**config.mk**
```make
export PLATFORM = sky130hd
export DESIGN_NAME = fiws_div
export DESIGN_NICKNAME = d
export VERILOG_FILES = /design/src/fiws_pkg.sv /design/src/fiws_div.sv
export SDC_FILE = /design/constraint.sdc
export NUM_CORES = 1
export LEC_CHECK = 0
export ABC_AREA = 1
export BUFFER_PORTS_ARGS = -buffer_cell sky130_fd_sc_hd__clkbuf_2
export CORE_UTILIZATION = 45
export CTS_CLUSTER_DIAMETER = 80
export DETAILED_ROUTE_END_ITERATION = 10
export PLACE_DENSITY_LB_ADDON = 0.25
export SLEW_MARGIN = 20
export SYNTH_ARGS = -nofsm -noshare
export SYNTH_HDL_FRONTEND = slang
export SYNTH_SLANG_ARGS = --single-unit
```
**constraint.sdc**
```tcl
create_clock -name i_clk -period 18.9 [get_ports i_clk]
set_input_delay 1.89 -clock i_clk [delete_from_list [all_inputs] [get_ports i_clk]]
set_output_delay 1.89 -clock i_clk [all_outputs]
set_load 0.01 [all_outputs]
```
**src/fiws_pkg.sv**
```systemverilog
package fiws_pkg;

    // Configuration register indexes
    localparam logic [1:0] CFG_WINDOW_LIMIT  = 2'd0;
    localparam logic [1:0] CFG_REPORT_PERIOD = 2'd1;
    localparam logic [1:0] CFG_TICK_RATE     = 2'd2;

    // Reset values of the configuration registers
    localparam logic [7:0]  RST_WINDOW_LIMIT  = 8'd100;
    localparam logic [31:0] RST_REPORT_PERIOD = 32'd1000000;
    localparam logic [31:0] RST_TICK_RATE     = 32'd1000000;

    localparam int DIV_W = 64;

    // Start request to the serial divider
    typedef struct packed {
        logic             start;
        logic [DIV_W-1:0] num;
        logic [DIV_W-1:0] den;
    } t_div_req;

endpackage

```
**src/fiws_div.sv**
```systemverilog
module fiws_div (
    input  logic              i_clk,
    input  logic              i_rst_n,
    input  fiws_pkg::t_div_req i_req,
    output logic              o_done,
    output logic [31:0]       o_quot
);
    import fiws_pkg::*;

    logic [DIV_W:0]           r_rem;
    logic [DIV_W-1:0]         r_quo;
    logic [DIV_W-1:0]         r_den;
    logic [$clog2(DIV_W):0]   r_cnt;
    logic                     r_busy;
    logic [DIV_W:0]           n_shift;
    logic [DIV_W:0]           n_diff;

    // One restoring step per cycle
    assign n_shift = {r_rem[DIV_W-1:0], r_quo[DIV_W-1]};
    assign n_diff  = n_shift - {1'b0, r_den};

    always_ff @(posedge i_clk) begin
        if (!i_rst_n) begin
            r_busy <= 1'b0;
            o_done <= 1'b0;
        end else begin
            o_done <= 1'b0;
            if (i_req.start) begin
                r_busy <= 1'b1;
                r_rem  <= '0;
                r_quo  <= i_req.num;
                r_den  <= i_req.den;
                r_cnt  <= '0;
            end else if (r_busy) begin
                if (!n_diff[DIV_W]) begin
                    r_rem <= n_diff;
                    r_quo <= {r_quo[DIV_W-2:0], 1'b1};
                end else begin
                    r_rem <= n_shift;
                    r_quo <= {r_quo[DIV_W-2:0], 1'b0};
                end
                r_cnt <= r_cnt + 1'b1;
                if (r_cnt == ($clog2(DIV_W)+1)'(DIV_W-1)) begin
                    r_busy <= 1'b0;
                    o_done <= 1'b1;
                end
            end
        end
    end

    // Zero divisor or a quotient above 32 bits saturates
    assign o_quot = (r_den == '0 || r_quo[DIV_W-1:32] != '0) ? 32'hFFFF_FFFF
                                                           : r_quo[31:0];

endmodule

```
==> flow_summary.toml <==
[synth]
ys_seq_area_share_pct = 40.16
yosys_warnings = 0
ys_ff_latch = 201
synthDistinctLibCells = 38
synth.avg_cell_area_um2 = 6.803
netlist_area_mm2 = 0.01498
syn_nets = 2399
synthCells = 2202

[sta]
rsz0062_at_grt = "false"
setup_viol = 0
fin_skew_ns = 0.01711
fmax_ghz = 0.1900
period_minus_slack_ns = 5.262
tightest_slew_ns = 0.9714
holdWs_ns = 0.5140
finalMaxSlewViolations = 0
timing.setup.tns_ns = 0
fin_crit_sh_pct = 27.84
slew-limit-headroom_pct = 34.64
hold_violations = 0

[power]
peakVddDrop_mv = 0.06535
power_density_mw_per_mm2 = 87.62
power.leakage_nw = 9.044

[floorplan]
initial_core_util_pct = 45.92
row_count = 66
ios = 164
core_mm2 = 0.03262
dieHeight_um = 184.5
die-width_um = 184.5
die-area_mm2 = 0.03402

[setup_path]
path_class = "register to primary output"
cp-start-kind = "register"
crit_fanout = 32
arrival_ns = 3.37
crit_required_ns = 17.01
worst_setup_path_end_kind = "primary output"

[drt]
drt_wl_total_um = 43360
vias = 13690
dr.pass1.iters = 5
final_antenna_net_count = 0
drt_iter0_drc = 929
drc = 0
routed_via_density = 4.861
wl_per_cell_um = 15.40

[status]
status = "completed"

[cells_and_area]
drive_gt1_share_pct = 10.36
seq_area_mm2 = 0.006016
num-fill-cells = 3310
layout_common_cells = "875 x nand2_1, 443 x inv_1, 224 x nor2_1"
area_growth_pct = 13.35
layout_commonest_cell = "nand2_1"
multi_input_area_mm2 = 0.007046
nets = 2554
diodes = 0

[clock_tree]
clk_latency_ns = 0.54
postCtsHoldBufs = 0
clk_pin_slew_worst_paths_ns = 0.06
cts-buffers-inserted = 25
clockBufferDepth = 3
cts.sinks = 201
cts_resized = 0
ctsHtreeMaxLevel = 1
post_cts_buffers = 0
cts_root_buf = "clkbuf_16"
cts_tree = "built"

[grt]
grt_first_pass_wirelength_um = 68320
grtUsageTotal_pct = 26.11
grt_overflow = 0
grt_pass1_vias = 12940
grt_start_max_net_pins = 106
antenna_found_initial = 0

[placed_design]
place_congestion = 0.9564
io_buffers = 163
dp_hpwl_um = 34740

[worst_hold_path]
hp-class = "register to register"

[flow_run]
cap_violations = 0
## path summary, 6_finish.rpt
kind	start	to	slack, ns	depth (start not counted)
max	r_den[15]	o_quot[18]	13.64	6
min	r_busy	o_done	0.51	2
max reg2reg	r_quo[63]	r_rem[37]	15.50	19
min reg2reg	r_busy	o_done	0.51	2
## per-layer routing
layer  global-route usage [%]  share of wire (%)  up-vias
met3                    3.794                7.0       46
li1                         -                  -     7090
met1                    37.50                 47     6141
met5                        0                  0        -
met4                    6.033                2.0        0
met2                    41.25                 44      411
## power breakdown
| part | internal, mW | total (mW) | switching [mW] |
|---|---|---|---|
| clock network | 0.279 | 0.467 | 0.188 |
| registers | 0.541 | 0.558 | 0.0175 |
| logic | 0.143 | 0.462 | 0.319 |
## synthesized netlist by cell type, drive strengths merged
library cell    n  area (um2)
clkbuf         24       90.09
dfxtp           2       40.04
a21oi          60       311.5
clkinv          1       3.750
o21bai         10       75.07
o21a            1       7.510
nand2         887        3398
inv           453        1700
o21ai          42       210.2
nor3           11       60.06
and2            1       6.260
nor4           21       131.4
edfxtp        199        5976
fa              1       20.02
buf            17       147.6
nand3          95       485.5
a21o            1       7.510
nand3b         14       105.1
nand4          27       168.9
ha             65       813.3
or2             2       12.52
xor2           31       271.5
xnor2           1       8.760
nor2          235       922.1
and3            1       6.260
## kinds of logic (layout without fill, tap and decap cells)
| kind of cell | Yosys count | in the layout | share of synthesized area (%) |
|---|---|---|---|
| AOI/OAI and AO/OA | 114 | 114 | 4.085 |
| xor gates and xnor gates | 32 | 32 | 1.871 |
| adders and majority gates | 66 | 66 | 5.563 |
| buffers and inverters | 495 | 667 | 12.96 |
| DFF | 201 | 201 | 40.16 |
| and+or+nand+nor | 1294 | 1294 | 35.36 |
## per-stage QoR
step	power, mW	instance area, um2	std cells	setup slack [ns]	util [%]
floorplan	0.8993	14980	2202	9.134	-
global placement	1.019	16170	2772	13.91	49.57
detailed placement	1.024	16170	2772	13.78	49.57
CTS	1.497	16970	2816	13.21	52.02
global route	1.580	16980	2816	13.38	52.05
finish	1.488	16980	2816	13.64	52.05
## flip-flops by register name, summed over array words and instances, names as in the netlist
signal	flops
o_done	1
r_busy	1
r_den	64
r_quo	64
r_rem	64
r_cnt	7
## final cells by class
class	instances	share of cell area [%]
Clock buffer	33	3.979
Clock inverter	11	0.7296
Inverter	454	10.04
Multi-Input combinational cell	1506	41.50
Sequential cell	201	35.43
Tap cell	442	3.257
Timing Repair Buffer	169	5.070
## worst max-delay path, cell delays in order (launching register included)
cell and delay, ns:
edfxtp_1 0.38, nor4_1 0.58, nand4_1 0.28, nor4_1 0.48
nand3_2 0.65, nand3_1 0.27, clkbuf_2 0.16
Note: power is estimated with default switching activity, not from simulation.
